### src/c3f_pkg.sv
// Shared types and constants for the 3x3 RGB convolution filter.
// Used by every module of the filter; depends on nothing else.
package c3f_pkg;

  localparam int PIX_W      = 24;
  localparam int ROW_W      = 12;
  localparam int COL_W      = 11;
  localparam int FW_W       = 12;
  localparam int FH_W       = 13;
  localparam int KROW_W     = 48;
  localparam int DIV_W      = 16;
  localparam int CFG_IDX_W  = 3;
  localparam int CFG_DATA_W = 48;
  localparam int MAX_HEIGHT = 4096;
  localparam int CH_MAX     = 255;
  localparam int TAPS       = 3;
  localparam int ACC_W      = 29;

  typedef enum logic [CFG_IDX_W-1:0] {
    REG_KERNEL_TOP    = 3'd0,
    REG_KERNEL_MIDDLE = 3'd1,
    REG_KERNEL_BOTTOM = 3'd2,
    REG_DIVIDE_BY     = 3'd3,
    REG_FRAME_WIDTH   = 3'd4,
    REG_FRAME_HEIGHT  = 3'd5
  } cfg_reg_t;

  typedef logic [PIX_W-1:0] pixel_t;

  // Neighborhood entry k is row k/3 (top first), column k%3 (left first).
  typedef struct packed {
    logic [ROW_W-1:0] row;
    logic [COL_W-1:0] col;
    pixel_t           px;
    pixel_t [8:0]     nb;
    logic             interior;
    logic             border;
  } job_t;

  typedef struct packed {
    logic [KROW_W-1:0] top;
    logic [KROW_W-1:0] mid;
    logic [KROW_W-1:0] bot;
    logic [DIV_W-1:0]  divisor;
  } kernel_cfg_t;

endpackage

### src/c3f_back.sv
// Back end of the filter: weighted sum, divide, clamp and result output.
// One multiply-accumulate per tap, then a restoring divide. Depends on c3f_pkg.
module c3f_back #(
  parameter int WEIGHT_BITS = 16
) (
  input  logic                         clk,
  input  logic                         rst,
  input  c3f_pkg::kernel_cfg_t         kcfg,
  input  logic                         q_empty,
  input  c3f_pkg::job_t                q_head,
  output logic                         q_pop,
  output logic                         out_valid,
  input  logic                         out_ready,
  output logic [c3f_pkg::ROW_W-1:0]    out_row,
  output logic [c3f_pkg::COL_W-1:0]    out_col,
  output logic [7:0]                   out_blue,
  output logic [7:0]                   out_green,
  output logic [7:0]                   out_red,
  output logic                         last_of_run
);
  import c3f_pkg::*;

  typedef enum logic [2:0] {
    B_IDLE, B_MAC, B_PREP, B_DIV, B_FIN, B_OUT_I, B_OUT_B
  } state_t;

  state_t                 state;
  job_t                   job;
  logic [3:0]             tap;
  logic [1:0]             ky;
  logic [1:0]             kx;
  logic [2:0]             step;
  logic signed [ACC_W-1:0] acc [3];
  logic [23:0]            rem [3];
  logic [7:0]             quo [3];
  logic                   neg [3];
  logic                   sat [3];
  logic [22:0]            dsh;

  logic [KROW_W-1:0]      sel_row;
  logic [15:0]            slot;
  logic signed [15:0]     wt;
  pixel_t                 tap_px;
  logic signed [24:0]     prod [3];
  logic [DIV_W-1:0]       divisor;
  logic                   ge [3];
  logic [7:0]             res [3];

  always_comb begin
    case (ky)
      2'd0:    sel_row = kcfg.top;
      2'd1:    sel_row = kcfg.mid;
      default: sel_row = kcfg.bot;
    endcase
    case (kx)
      2'd0:    slot = sel_row[15:0];
      2'd1:    slot = sel_row[31:16];
      default: slot = sel_row[47:32];
    endcase
    wt      = 16'($signed(slot[WEIGHT_BITS-1:0]));
    tap_px  = job.nb[tap];
    divisor = (kcfg.divisor == '0) ? DIV_W'(1) : kcfg.divisor;
    for (int ch = 0; ch < 3; ch++) begin
      prod[ch] = $signed({1'b0, tap_px[8*ch +: 8]}) * wt;
      ge[ch]   = rem[ch] >= {1'b0, dsh};
      res[ch]  = neg[ch] ? 8'd0 : (sat[ch] ? 8'(CH_MAX) : quo[ch]);
    end
  end

  assign q_pop = (state == B_IDLE) && !q_empty;

  always_ff @(posedge clk) begin
    if (rst) begin
      state     <= B_IDLE;
      out_valid <= 1'b0;
    end else begin
      unique case (state)
        B_IDLE: begin
          if (!q_empty) begin
            job <= q_head;
            if (q_head.interior) begin
              tap <= '0;
              ky  <= '0;
              kx  <= '0;
              for (int ch = 0; ch < 3; ch++) begin
                acc[ch] <= '0;
              end
              state <= B_MAC;
            end else begin
              out_row     <= q_head.row;
              out_col     <= q_head.col;
              out_blue    <= q_head.px[7:0];
              out_green   <= q_head.px[15:8];
              out_red     <= q_head.px[23:16];
              last_of_run <= 1'b1;
              out_valid   <= 1'b1;
              state       <= B_OUT_B;
            end
          end
        end
        B_MAC: begin
          for (int ch = 0; ch < 3; ch++) begin
            acc[ch] <= acc[ch] + ACC_W'(prod[ch]);
          end
          tap <= tap + 4'd1;
          if (kx == 2'(TAPS - 1)) begin
            kx <= '0;
            ky <= ky + 2'd1;
          end else begin
            kx <= kx + 2'd1;
          end
          if (tap == 4'd8) begin
            state <= B_PREP;
          end
        end
        B_PREP: begin
          for (int ch = 0; ch < 3; ch++) begin
            neg[ch] <= acc[ch] < 0;
            sat[ch] <= acc[ch] >= $signed({5'd0, divisor, 8'd0});
            rem[ch] <= acc[ch][23:0];
            quo[ch] <= '0;
          end
          dsh   <= {divisor, 7'd0};
          step  <= '0;
          state <= B_DIV;
        end
        B_DIV: begin
          for (int ch = 0; ch < 3; ch++) begin
            if (ge[ch]) begin
              rem[ch] <= rem[ch] - {1'b0, dsh};
            end
            quo[ch] <= {quo[ch][6:0], ge[ch]};
          end
          dsh  <= dsh >> 1;
          step <= step + 3'd1;
          if (step == 3'd7) begin
            state <= B_FIN;
          end
        end
        B_FIN: begin
          out_row     <= job.row - ROW_W'(1);
          out_col     <= job.col - COL_W'(1);
          out_blue    <= res[0];
          out_green   <= res[1];
          out_red     <= res[2];
          last_of_run <= !job.border;
          out_valid   <= 1'b1;
          state       <= B_OUT_I;
        end
        B_OUT_I: begin
          if (out_ready) begin
            if (job.border) begin
              out_row     <= job.row;
              out_col     <= job.col;
              out_blue    <= job.px[7:0];
              out_green   <= job.px[15:8];
              out_red     <= job.px[23:16];
              last_of_run <= 1'b1;
              state       <= B_OUT_B;
            end else begin
              out_valid <= 1'b0;
              state     <= B_IDLE;
            end
          end
        end
        B_OUT_B: begin
          if (out_ready) begin
            out_valid <= 1'b0;
            state     <= B_IDLE;
          end
        end
        default: state <= B_IDLE;
      endcase
    end
  end

endmodule

### config.mk
export PLATFORM = sky130hd
export DESIGN_NAME = c3f_back
export DESIGN_NICKNAME = d
export VERILOG_FILES = /design/src/c3f_pkg.sv /design/src/c3f_back.sv
export SDC_FILE = /design/constraint.sdc
export NUM_CORES = 2
export LEC_CHECK = 0
export ABC_AREA = 1
export ABC_CLOCK_PERIOD_IN_PS = 42300
export BUFFER_PORTS_ARGS = -buffer_cell sky130_fd_sc_hd__buf_2
export CAP_MARGIN = 20
export CORE_ASPECT_RATIO = 1.1
export CORE_MARGIN = 8
export CORE_UTILIZATION = 60
export DETAILED_ROUTE_END_ITERATION = 10
export PLACE_DENSITY_LB_ADDON = 0.05
export SETUP_SLACK_MARGIN = 0.4
export SLEW_MARGIN = 25
export SYNTH_ARGS = -nofsm -noshare
export SYNTH_HDL_FRONTEND = slang
export SYNTH_SLANG_ARGS = --single-unit
### constraint.sdc
create_clock -name clk -period 42.3 [get_ports clk]
set_input_delay 6.345 -clock clk [delete_from_list [all_inputs] [get_ports clk]]
set_output_delay 6.345 -clock clk [all_outputs]
set_load 0.005 [all_outputs]
**Word-level counts from Yosys, hierarchy flattened**

Memory sizes are Yosys's and may differ from the RTL's.
Index checks and enable logic that the tools add are counted.

- Flip-flop bits (word level): 350
- RAM bits: 189
- Input port bits: 429
- Output and inout port bits: 50
- Word-level logic and storage cells: 205
- Memories kept: 5

Memory list:

| name | depth | bits a word | rd ports | clocked after memory_dff | wr ports | line | source |
|---|---|---|---|---|---|---|---|
| acc | 3 | 29 | 3 | 0 | 3 | c3f_back.sv:33 | `logic signed [ACC_W-1:0] acc [3];` |
| rem | 3 | 24 | 3 | 0 | 3 | c3f_back.sv:34 | `logic [23:0] rem [3];` |
| quo | 3 | 8 | 3 | 0 | 3 | c3f_back.sv:35 | `logic [7:0] quo [3];` |
| neg | 3 | 1 | 3 | 0 | 3 | c3f_back.sv:36 | `logic neg [3];` |
| sat | 3 | 1 | 3 | 0 | 3 | c3f_back.sv:37 | `logic sat [3];` |

- $add $sub $neg: 12
- Multipliers: 3
- Magnitude comparators: 10
- Equal/unequal tests: 21
- Muxes and demuxes: 99
- Bitwise gates (word level): 11
- Reduce and logical (&&, ||, !) cells: 18

Operators by type and width:

| operator | count |
|---|---|
| 8-bit 2-to-1 mux | 21 |
| 24-bit binary-select mux with 4-bit select | 1 |
| 24-bit 2-to-1 mux | 4 |
| 48-bit case mux with 2 select lines | 1 |
| 29-bit by 25-bit adder with 29-bit output | 3 |
| 29-bit by 25-bit greater-or-equal comparator with 1-bit output | 3 |
| 29-bit by 1-bit less-than comparator with 1-bit output (second input constant) | 3 |
| 29-bit 2-to-1 mux | 3 |
| 9-bit by 16-bit multiplier with 25-bit output | 3 |
| 24-bit by 23-bit greater-or-equal comparator with 1-bit output | 3 |
| 8-bit case mux with 3 select lines | 3 |
| 24-bit by 23-bit subtractor with 24-bit output | 3 |
| 12-bit 2-to-1 mux | 4 |
| 23-bit case mux with 2 select lines | 1 |
| 11-bit 2-to-1 mux | 4 |
| 12-bit case mux with 3 select lines | 1 |
| 1-bit 2-to-1 mux | 33 |
| 11-bit case mux with 3 select lines | 1 |
| 16-bit case mux with 2 select lines | 1 |
| 3-bit 2-to-1 mux | 7 |
| 3-bit case mux with 7 select lines | 1 |
| 2-bit inequality test (second input constant) | 10 |
| 16-bit logical NOT | 1 |
| 16-bit 2-to-1 mux | 1 |
| other kinds (33) | 58 |

**Logic depth before layout (Yosys ltp)**

- Word-level depth: 6
- Depth in mapped cells: 34
- Mapped depth without buffers: 32

**Worst setup path after synthesis**

No wires, ideal clock.

- Path type: input -> register
- From: in rst
- To: reg job[0] (netlist bit) (enable)
- Setup time: 1216 ps
- Arrival time: 24464 ps
- Required time: 41084 ps
- Setup slack: 16620 ps
- Stages on the path: 1
- Path buffers: 0
- Cells stage by stage: nor3_1

- Cells in the longest elaborated chain, start to end: 2

Ends and longest elaborated chain:

| item | line | source |
|---|---|---|
| start, declared | c3f_back.sv:7 | `input logic rst,` |
| 1-bit inverter (no line) | -- |  |
| 3-bit AND reduction (no line) | -- |  |
| end signal, assigned | c3f_back.sv:80 | `job <= q_head;` |
| end, declared | c3f_back.sv:28 | `job_t job;` |

No other way between the ends.
A chain may end at the register's enable or synchronous reset.

**Worst setup path after layout**

- From: in q_empty
- To: out q_pop

- Cells in the longest elaborated chain, start to end: 2

Ends and longest elaborated chain:

| item | line | source |
|---|---|---|
| start, declared | c3f_back.sv:9 | `input logic q_empty,` |
| 1-bit logical NOT | -- |  |
| 1-bit logical AND | c3f_back.sv:70 | `assign q_pop = (state == B_IDLE) && !q_empty;` |
| end, declared | c3f_back.sv:11 | `output logic q_pop,` |

No other way between the ends.

==> metrics <==
status completed; CTS tree yes; post-synthesis net count 6583; worst slew pin tran 1.04 ns; pre-CTS WS 29.27 ns; minimum clock period 13.04 ns; post_cts resized 0; Yosys reg bits 539; Hold Crit Class flip-flop to flip-flop; H-tree depth 2; most frequent cell after synthesis nand2_1; IO Count 479; number of synthesized flops with an enable pin 535; Worst Path Required 35.95 ns; Area Overhead vs Synth 11.5%; Setup TNS Final 0 ns; FMAX 76.7 MHz; Final nets 6990; Setup-failing EPs final 0; YS warnings 0; Startpoint Class input pin; Final Slew Violations 0; Synth Area in Adders 25.2%; number of buffers created by CTS 59; global-route wire length before repair 218000 microns; slack of the critical path 29.26 ns; largest net degree at the start of global routing 101; All-Layer GR Usage 32.2%; initial DRC count 3723; Compound-Gate Fraction of Synth Area 9.09%; main combinational cell family by area after synthesis adder cells; multiplexer area fraction after synthesis 0%; Final ANT Viol Nets 0; R2R Path Start tap[0]; hold_buf cts 0; Clock Path Buffers 3; clock-pin slew on the worst setup and hold paths 0.06 ns; Crit Path Category input pin to primary output; vias in the first global route 39.1k; DRC 0; Post-Synth XOR/XNOR Area 1.03%; Worst Setup SP q_empty; worst skew pair latency 0.67 ns; Seq/Total Area, Yosys 34.6%; synthesized cell area 0.0466 sq mm; Vias/cell 5.64; via count 39.3k; antenna violations before repair 25; period utilization 30.8%; DP Wirelength 111000 microns; Async SR Flop Fraction 0%; worst setup skew after layout 0.0398 ns; Final Hold Fails 0; Die Height 308 microns; wire length per cell 20.1 microns; R2R setup slack 34.14 ns; CP Max Fanout 3; Port Buffers 478; maxcap violations 0; post-synthesis simple-gate area fraction 20.2%; most area-consuming cells after synthesis edfxtp_1, fa_1, nand2_1; Rows 107; Hold Startpoint state[1]; Rel. slew slack 30.7%; root buf cell clkbuf_16; share of layout cells above drive strength 1 11.6%; core area 0.0772 sq mm; synth cell count leaders nand2_1, inv_1, nor2_1; Crit. End Element primary output; RSZ-0062 raised after global routing no; Yosys cell types 56; Starting Density 60.3%; post-CTS setup repair buffer count 0; worst reg2reg path endpoint acc[0][85]; # clock sinks 539; gr ovfl total 0; Synth top area share 34.5%; post-synth top area cell edfxtp_1; routability-driven placement congestion ratio 0.952; Die X 282 microns; Pre-antenna DRT Iters 8; Top FF cell, synth edfxtp_1; CP Capture Point q_pop; post-synthesis cell count 5450; WL final 140000 microns; Syn Area/Cell 8.55 sq um; CP arrival 6.69 ns; die area 0.0868 sq mm; r2r worst-path depth 21
[stage by stage]
stage / hold WS [ns] / cells / utilization, % / area [sq um]
final: 0.527 / 6963 / 67.2 / 51900
after floorplan: 0.426 / 5450 / - / 46600
after detailed placement: 0.519 / 6831 / 64.4 / 49700
after global placement: 0.509 / 6831 / 64.4 / 49700
after global routing: 0.550 / 6958 / 67.2 / 51900
after CTS: 0.529 / 6943 / 67.1 / 51900
[registers in the layout (all words and copies together), names as in the netlist]
signal and flops:
acc 87, dsh 23, job 264, kx 2, ky 2, last_of_run 1
neg 3, out_blue 8, out_col 11, out_green 8, out_red 8, out_row 12
out_valid 1, quo 24, rem 72, sat 3, state 3, step 3
tap 4
[cells by family (layout without fill, tap and decap cells)]
kind of cell / after synthesis / count (layout)
compound gates: 720 / 720
xor+xnor: 55 / 55
fa+ha+maj: 704 / 704
buf+inv: 1148 / 1606
flops: 539 / 539
other cells: 0 / 20
simple gates: 2284 / 2284
[critical path, stage by stage]
cell    delay, ns
buf_2        0.12
nor2_1       0.10
buf_2        0.13
[worst min path at each step]
stage,endpoint,slack (ns),depth (start not counted)
floorplan,neg[0][2],0.43,0
global placement,state[1],0.51,2
detailed placement,state[1],0.52,2
CTS,state[1],0.53,2
global route,neg[0][0],0.55,0
finish,state[1],0.53,2
[routing by layer]
| metal | global-route usage, % | vias up | wire length [microns] |
|---|---|---|---|
| met1 | 41.8 | 18689 | 56300 |
| met2 | 53.0 | 1689 | 65700 |
| met4 | 14.1 | 10 | 6900 |
| met3 | 5.60 | 320 | 11000 |
| met5 | 0 | - | 65 |
| li1 | - | 18560 | - |
[cell type report]
cell class | count | area, sq um
antenna | 20 | 50.0
sequential | 539 | 16100
inverter | 979 | 3680
fill | 6570 | 25300
multi-input combinational | 3763 | 25900
clock buffer | 63 | 1490
tap | 1035 | 1290
timing repair buffer | 515 | 2670
clock inverter | 49 | 652
[placed cells by master, fill, tap and decap left out, drive strengths merged, types with 49 or more instances in the layout]
cell type / synthesis / layout
inv: 977 / 984
nand2: 1202 / 1202
nor3: 49 / 49
edfxtp: 535 / 535
a21oi: 271 / 271
ha: 314 / 314
buf: 108 / 515
fa: 390 / 390
o21ai: 276 / 276
nor2: 645 / 645
nand4: 155 / 155
clkbuf: 61 / 63
o221ai: 51 / 51
nand3: 202 / 202
Power is left out: the tool's default activity adds up to more than one toggle a clock period on the data nets, which glitch-free logic cannot reach.
