File: src/c3f_pkg.sv
// Shared types and constants for the 3x3 RGB convolution filter.
// Used by every module of the filter; depends on nothing else.
package c3f_pkg;

  localparam int PIX_W      = 24;
  localparam int ROW_W      = 12;
  localparam int COL_W      = 11;
  localparam int FW_W       = 12;
  localparam int FH_W       = 13;
  localparam int KROW_W     = 48;
  localparam int DIV_W      = 16;
  localparam int CFG_IDX_W  = 3;
  localparam int CFG_DATA_W = 48;
  localparam int MAX_HEIGHT = 4096;
  localparam int CH_MAX     = 255;
  localparam int TAPS       = 3;
  localparam int ACC_W      = 29;

  typedef enum logic [CFG_IDX_W-1:0] {
    REG_KERNEL_TOP    = 3'd0,
    REG_KERNEL_MIDDLE = 3'd1,
    REG_KERNEL_BOTTOM = 3'd2,
    REG_DIVIDE_BY     = 3'd3,
    REG_FRAME_WIDTH   = 3'd4,
    REG_FRAME_HEIGHT  = 3'd5
  } cfg_reg_t;

  typedef logic [PIX_W-1:0] pixel_t;

  // Neighborhood entry k is row k/3 (top first), column k%3 (left first).
  typedef struct packed {
    logic [ROW_W-1:0] row;
    logic [COL_W-1:0] col;
    pixel_t           px;
    pixel_t [8:0]     nb;
    logic             interior;
    logic             border;
  } job_t;

  typedef struct packed {
    logic [KROW_W-1:0] top;
    logic [KROW_W-1:0] mid;
    logic [KROW_W-1:0] bot;
    logic [DIV_W-1:0]  divisor;
  } kernel_cfg_t;

endpackage

File: src/c3f_queue.sv
// Two-entry job queue between the front and back ends of the filter.
// Depends on c3f_pkg for the job type.
module c3f_queue (
  input  logic          clk,
  input  logic          rst,
  input  logic          push,
  input  c3f_pkg::job_t push_job,
  input  logic          pop,
  output c3f_pkg::job_t head,
  output logic          full,
  output logic          empty
);
  import c3f_pkg::*;

  job_t       slots [2];
  logic       wr_ptr;
  logic       rd_ptr;
  logic [1:0] count;

  assign head  = slots[rd_ptr];
  assign full  = (count == 2'd2);
  assign empty = (count == 2'd0);

  always_ff @(posedge clk) begin
    if (push) begin
      slots[wr_ptr] <= push_job;
    end
  end

  always_ff @(posedge clk) begin
    if (rst) begin
      wr_ptr <= 1'b0;
      rd_ptr <= 1'b0;
      count  <= 2'd0;
    end else begin
      if (push) begin
        wr_ptr <= ~wr_ptr;
      end
      if (pop) begin
        rd_ptr <= ~rd_ptr;
      end
      case ({push, pop})
        2'b10:   count <= count + 2'd1;
        2'b01:   count <= count - 2'd1;
        default: count <= count;
      endcase
    end
  end

endmodule

File: config.mk
export PLATFORM = sky130hd
export DESIGN_NAME = c3f_queue
export DESIGN_NICKNAME = d
export VERILOG_FILES = /design/src/c3f_pkg.sv /design/src/c3f_queue.sv
export SDC_FILE = /design/constraint.sdc
export NUM_CORES = 1
export LEC_CHECK = 0
export BUFFER_PORTS_ARGS = -buffer_cell sky130_fd_sc_hd__clkbuf_2
export CELL_PAD_IN_SITES_DETAIL_PLACEMENT = 0
export CELL_PAD_IN_SITES_GLOBAL_PLACEMENT = 1
export CORE_MARGIN = 10
export CORE_UTILIZATION = 40
export CTS_CLUSTER_SIZE = 30
export DETAILED_ROUTE_END_ITERATION = 10
export PLACE_DENSITY_LB_ADDON = 0.05
export SYNTH_ARGS = -nofsm -noshare
export SYNTH_HDL_FRONTEND = slang
export SYNTH_SLANG_ARGS = --single-unit
File: constraint.sdc
create_clock -name clk -period 27.7 [get_ports clk]
set_input_delay 5.54 -clock clk [delete_from_list [all_inputs] [get_ports clk]]
set_output_delay 5.54 -clock clk [all_outputs]
set_load 0.1 [all_outputs]
After elaboration in Yosys (flattened, before gate mapping). Memory sizes are Yosys's and may differ from the RTL's. A register that Yosys moved wholly into a read port is not among the register bits. Cells that the tools add are included.

Reductions and logical operators: 2. Equality and inequality tests: 3. Bitwise operators: 2. Mux-type cells: 5. Add/subtract/negate cells: 2.

Operator list (count): 2-bit == test (second input constant) (2); 1-bit 2-to-1 mux (4); 2-bit one-hot mux with 2 select lines (1); 2-bit by 1-bit adder with 2-bit output (second input constant) (1); 2-bit by 1-bit == test with 1-bit output (second input constant) (1); 2-bit logical NOT (1); 1-bit NOT (2); 2-bit nonzero test (1); 2-bit by 1-bit subtractor with 2-bit output (second input constant) (1).

Word-level logic and storage cells: 18. Memory bits (writable): 530. Output and inout bits: 267. Input port bits: 269. Register bits: 4. Memories: 1.

Memories: slots (depth 2, width 265, rd ports 1, clocked after memory_dff 1, wr ports 1, line c3f_queue.sv:15) `job_t slots [2];`.

Logic depth before layout (Yosys ltp). Gate-level depths: netlist (run 1).

Word-level depth: 3. Gate-level depth with buffers: 5. Depth with buffers taken out: 5.

Worst setup path before layout (run 1). Ideal clock, no wire load.

Path kind: input -> register. Start: input port push. End: memory slots[0][0] (netlist bit) (enable). Setup time: 0.904 ns. Arrival: 16.689 ns. Buffers on the path: 0. Data required time: 26.796 ns. Stages: 2. Slack: 10.108 ns. Cells stage by stage: inv_1 > nor2_1.

Longest elaborated chain between the ends: 2.

Ends and longest elaborated chain: start: declaration (line c3f_queue.sv:6) `input logic push,`; 1-bit 2-to-1 mux (line c3f_queue.sv:25) `if (push) begin`; 1-bit 2-to-1 mux (not written as such) (line c3f_queue.sv:26) `slots[wr_ptr] <= push_job;`; end: declaration (line c3f_queue.sv:15).

Every way passes these cells.

==> out/metrics.cfg, run 1 <==
[status]
outcome=completed

[detailed_routing]
drc=0
drt-pass1-iter-count=4
viasPerCell=4.80
wl_per_cell_um=25.2
routed-via-count=10000
wirelength_mm=52.6
drt_iter0_drc=526
ant_nets=0

[critical_path]
rr_worst_depth=3
startpoint_type=flip-flop
worstReg2RegEnd=slots[1][42]
cp_slowest_cell=dfxtp_4
cp_max_fo=72
crit_chain=buf_4 -> buf_4 -> mux2_2 -> clkbuf_2
cp_num_buf_inv=3
endpoint_kind=output pin
arrival_ns=4.05
timing.rr.start=wr_ptr
critical_path.top_delay_family=buffers and inverters
reg2reg_setup_slack_ns=24.46
cp_common_cell=buf_4
cp_data_required_time_ns=22.16
worstSetupPathType=flip-flop to output pin
cp.depth=4
cp-endpoint=head[34]
critPathMaxStageDelay_ns=0.93

[floorplan]
pin_count=536
die_w_um=240
fp.dieH_um=240
dieArea_um2=57700
num_rows=80
start_util_pct=40.5
placeableCoreArea_um2=47800

[flow_run]
drv_cap=0

[yosys]
avgSynthCellArea_um2=22.9
synth-edff-count=530
synth_seq_cells=535
synth_top_area_cell=edfxtp_1
ys.flop_type=edfxtp_1
seq_area_frac_synth_pct=82.6
synth_cell_types=16
yosysMostFrequentCell=edfxtp_1
synth_top_cell_area_share_pct=82.1
netlist_area_um2=19400
netlist_instances=846
synthesis.nets=1116
ys_top_cells_by_count=530 x edfxtp_1, 265 x mux2_2, 20 x buf_6, 8 x buf_4, 6 x nor2_1
ys_warn_count=0
ys_async_sr_fraction_pct=0
synth_area_leaders=edfxtp_1 82%, mux2_2 15%, buf_6 1.2%

[clocking]
clk_root_buffer_cell=clkbuf_16
clk_pin_slew_ns=0.06
cts_made_buffers=55
cts_setup_buffers=0
cts_hold_buffers=0
cts_resized=0
clk_latency_ns=0.58
cts_sinks=535
cts_tree=built
cts_max_level=2
clockBufferDepth=3

[global_routing]
met2_usage_pct=29.8
grt_pass1_vias=10800
use_met3_pct=8.80
grt_pass1_wl_mm=72.9
grt_antenna_before_repair=20
grt_overflow=0
grt_use_met1_pct=18.2
grt-busiest-layer=met2
track_usage_pct=17.6
grt_start_max_net_pins=79

[layout]
fin_area_um2=24400
fin_nets=1689
area_delta_synth_final_pct=25.7
final_layout_size_suffix_gt1_share_pct=60.6

[power]
leakage_nw=9.17
power_mw=2.16
cellPowerDensity_nw_per_um2=88.4
vdd_drop_max_uv=59.8

[placement]
place_area_um2=22600
gp_congestion=0.810
io_buffers=535
dp_hpwl_mm=38.5
preCtsSetupSlack_ns=18.65

[sta]
clock-skew-final_ns=0.0112
slew_viol_final=0
setup_viol=0
fmax_mhz=104
timing_hold_violations_final=0
holdWs_ns=0.503
post-route-period-util_pct=34.6
relSlewSlack_pct=26.7
worst_pin_slew_ns=1.10
finalWorstSetupSlack_ns=18.11
period_needed_ns=9.59
final.setup.tns_ns=0
grt_setup_unrepaired=false

[min_path]
hold_class=flip-flop to flip-flop

-- flip-flops by register name, indices dropped and copies added, names as in the netlist, named ones only --
name,flops
count,2
rd_ptr,1
wr_ptr,1
slots,530
-- cell usage in the layout (no fill, tap or decap) --
| master | instances |
|---|---|
| and2_4 | 1 |
| o21ai_0 | 1 |
| edfxtp_1 | 530 |
| clkinv_2 | 9 |
| nor2_4 | 1 |
| clkinv_1 | 19 |
| and2b_2 | 1 |
| bufinv_16 | 4 |
| clkinvlp_4 | 1 |
| or3_1 | 1 |
| clkbuf_2 | 535 |
| xor2_1 | 1 |
| ha_1 | 1 |
| mux2_2 | 265 |
| clkinv_4 | 1 |
| clkbuf_16 | 57 |
| dfxtp_4 | 1 |
| a21oi_1 | 1 |
| buf_4 | 10 |
| clkbuf_1 | 10 |
| nor2_1 | 5 |
| xnor2_1 | 3 |
| inv_1 | 1 |
| diode_2 | 10 |
| dfxtp_1 | 4 |
-- cells by family after synthesis --
logic type / count (synthesis) / share of synthesized area (%)
adders and majority gates: 1 / 0.0645
xor gates and xnor gates: 4 / 0.181
muxes: 265 / 15.4
AOI/OAI and AO/OA: 2 / 0.0516
buffers and inverters: 30 / 1.52
and+or+nand+nor: 9 / 0.226
DFF: 535 / 82.6
-- routing by layer --
| layer | share of wire, % | up-vias |
|---|---|---|
| met1 | 35 | 4949 |
| met3 | 11 | 117 |
| met4 | 3.7 | 20 |
| li1 | - | 4572 |
| met2 | 50 | 356 |
| met5 | 0.23 | - |
-- layout make-up --
cell class,count,area [µm²]
multi-input combinational,281,3100
sequential,535,16000
clock inverter,34,253
inverter,1,3.75
clock buffer,67,1460
tap,615,769
timing repair buffer,545,2750
fill,4051,23500
antenna,10,25.0
-- per-stage QoR --
step	instances	utilization, %
after global routing	2085	50.9
after floorplan	846	-
after detailed placement	1977	47.3
after CTS	2078	50.9
final	2088	51.0
after global placement	1977	47.3
-- worst min-delay path, stage by stage (launching register included) --
cell and delay (ns):
dfxtp_1 0.32, o21ai_0 0.07, a21oi_1 0.06
-- worst min path at each step --
stage | startpoint | to | slack, ns | cells after the start
6_report | count[1] | count[1] | 0.50 | 2
3_5_place_dp | rd_ptr | flip-flop | 0.50 | 2
4_1_cts | count[1] | count[1] | 0.51 | 2
3_3_place_gp | count[1] | count[1] | 0.49 | 2
2_1_floorplan | count[1] | count[1] | 0.46 | 2
5_1_grt | count[1] | count[1] | 0.54 | 2
-- where the power goes --
group | internal, mW | switching (mW) | total, mW | leakage (nW)
logic | 0.0842 | 0.406 | 0.490 | 3.31
registers | 0.947 | 0.0161 | 0.963 | 5.02
clock network | 0.410 | 0.294 | 0.703 | 0.840
total | 1.44 | 0.715 | 2.16 | 9.17
(Power assumes the default switching activity.)
==> run 2: changes to the inputs <==
ABC_AREA = 1   (was unset)
clock period = 9.75 ns   (was 27.7 ns; I/O delays follow)
==> run 2 against run 1 <==
  * Cell area barely moved
  * Flip-flop and latch count did not move
  * Routed wire length fell by 2.6%
  * First-iteration DRC count fell by 13%
  * Synthesized cell count rose by 1.3%
==> out/metrics.cfg, run 2 <==
[clocking]
clk_pin_slew_ns=0.06  ; about the same
cts_made_buffers=56  ; +1.8%
cts_sinks=535  ; unchanged
cts_setup_buffers=0  ; unchanged
clk_root_buffer_cell=clkbuf_16
cts_resized=0  ; unchanged
cts_tree=built
cts_max_level=2  ; unchanged
clk_latency_ns=0.59  ; about the same
clockBufferDepth=3  ; unchanged
cts_hold_buffers=0  ; unchanged

[layout]
largest_register_ffs=530  ; unchanged
layout_commonest_cell=clkbuf_2
final_cell_mix=535 x clkbuf_2, 530 x edfxtp_1, 265 x mux2_2
fin_nets=1700  ; +0.65%
area_delta_synth_final_pct=25.4
largest-register=slots
reg_top3=slots (530), count (2)
fill_cells=4071  ; +0.49%
final_layout_size_suffix_gt1_share_pct=60.2  ; -0.37 points
stdcell_count=2095  ; +0.34%

[yosys]
avgSynthCellArea_um2=22.7  ; -1.0%
ys_async_sr_fraction_pct=0  ; unchanged
netlist_instances=857  ; +1.3%
synth-edff-count=530  ; unchanged
synth_top_cell_area_share_pct=81.8  ; -0.21 points
ys_warn_count=0  ; unchanged
seq_area_frac_synth_pct=82.4  ; -0.21 points
ys.flop_type=edfxtp_1
synth_cell_types=14  ; -2
netlist_area_um2=19400  ; +0.26%
synth_top_area_cell=edfxtp_1
ys_top_cells_by_count=530 x edfxtp_1, 265 x mux2_2, 28 x buf_6, 10 x nor2_1, 7 x inv_1
synth_seq_cells=535  ; unchanged
synth_area_leaders=edfxtp_1 82%, mux2_2 15%, buf_6 1.6%
synthesis.nets=1127  ; +0.99%
yosysMostFrequentCell=edfxtp_1

[sta]
setup_viol=0  ; unchanged
final.setup.tns_ns=0  ; unchanged
clock-skew-final_ns=0.0157  ; +0.00455 ns
grt_setup_unrepaired=false
post-route-period-util_pct=54.0
relSlewSlack_pct=25.1  ; -1.6 points
period_needed_ns=5.26
timing_hold_violations_final=0  ; unchanged
worst_pin_slew_ns=1.12  ; +0.0244 ns
slew_viol_final=0  ; unchanged
fmax_mhz=190

[floorplan]
pin_count=536  ; unchanged
start_util_pct=40.6  ; about the same
die_w_um=240  ; +0.12%
dieArea_um2=57800  ; +0.24%
placeableCoreArea_um2=47900  ; +0.21%
fp.dieH_um=240  ; +0.12%
num_rows=80  ; unchanged

[critical_path]
arrival_ns=3.31  ; -0.74 ns
cp_max_fo=79  ; +9.7%
cp_data_required_time_ns=7.80  ; -14.36 ns
startpoint_type=flip-flop
worstSetupPathType=flip-flop to output pin
endpoint_kind=output pin

[global_routing]
track_usage_pct=17.1  ; -0.55 points
grt_overflow=0  ; unchanged
grt_antenna_before_repair=15  ; -25%
grt_pass1_wl_mm=71.0  ; -2.6%
grt_start_max_net_pins=136  ; +72%
grt_pass1_vias=10400  ; -3.4%

[detailed_routing]
met2WireLength_mm=26.1  ; -1.1%
drc=0  ; unchanged
ant_nets=0  ; unchanged
m1WireLength_mm=18.1  ; -0.94%
wirelength_mm=51.2  ; -2.6%
drt-pass1-iter-count=4  ; unchanged
viasPerCell=4.77  ; -0.50%
highest_layer=met5
routed-via-count=9997  ; -0.17%
wl_met3_mm=5.52  ; -4.1%
wl_per_cell_um=24.4  ; -3.0%
drt_iter0_drc=460  ; -13%

[placement]
gp_congestion=0.758  ; -6.4%
io_buffers=535  ; unchanged
dp_hpwl_mm=36.5  ; -5.3%
dp.cells=1987  ; +0.51%

[power]
leakage_nw=9.20  ; +0.32%
cellPowerDensity_nw_per_um2=246  ; +180%
power_mw=6.00  ; +180%
vdd_drop_max_uv=169  ; +180%

[flow_run]
drv_cap=0  ; unchanged

[min_path]
hold_class=flip-flop to flip-flop

[status]
outcome=completed

run 2: changes by cell type after synthesis, sizes merged, moves of 2 or more:
cell,previous run,this run
inv,1,7
nand2,0,5
nor2,6,10
xnor2,3,1
run 2: final timing paths:
path              endpoint  depth (start not counted)       from  slack (ns)
max              head[111]                          3  flip-flop        4.49
min                 rd_ptr                          2     rd_ptr        0.52
max reg2reg  slots[0][174]                          3     wr_ptr        6.70
min reg2reg         rd_ptr                          2     rd_ptr        0.52
run 2: area by class of cell:
type	instances	area (µm²)	share of cell area, %
repair buffers	544	2750	11.3
inverters	7	33.8	0.139
clock inverters	21	143	0.585
well taps	615	769	3.15
clock buffers	79	1570	6.43
multi-input cells	286	3090	12.7
flip-flops and latches	535	16000	65.7
diodes	8	20.0	0.0821
run 2: logic make-up (layout without fill, tap and decap cells):
group | Yosys count | count (layout) | synth area share, %
compound gates | 2 | 2 | 0.0514
xor+xnor | 1 | 1 | 0.0451
fa+ha+maj | 1 | 1 | 0.0643
buf+inv | 36 | 651 | 1.78
flops | 535 | 535 | 82.4
mux | 265 | 265 | 15.3
other cells | 0 | 8 | 0
simple gates | 17 | 17 | 0.347
run 2: worst max-delay path: stages, from the launching register on:
cell and delay [ns]:
dfxtp_4 0.86, buf_4 0.96, mux2_2 0.45, clkbuf_2 0.38
run 2: routing by layer:
metal	vias to the layer above	global-route usage, %
met2	326	28.9
met5	-	0
met3	83	7.73
li1	4583	-
met1	4987	18.6
met4	18	5.92
run 2: power by group:
group	switching, mW	total (mW)	leakage [nW]	internal [mW]
registers	0.0326	2.70	5.02	2.67
clock network	0.823	1.98	0.844	1.16
logic	1.08	1.31	3.34	0.228
run 2: stage by stage:
stage                     util [%]  worst slack (ns)  hold WS, ns  cell area (µm²)
after floorplan                  -             0.399        0.480            19400
after global placement        47.3              4.83        0.498            22700
after detailed placement      47.3              4.87        0.514            22700
after CTS                     50.8              4.32        0.529            24400
after global routing          50.8              4.24        0.576            24400
final                         50.9              4.49        0.522            24400
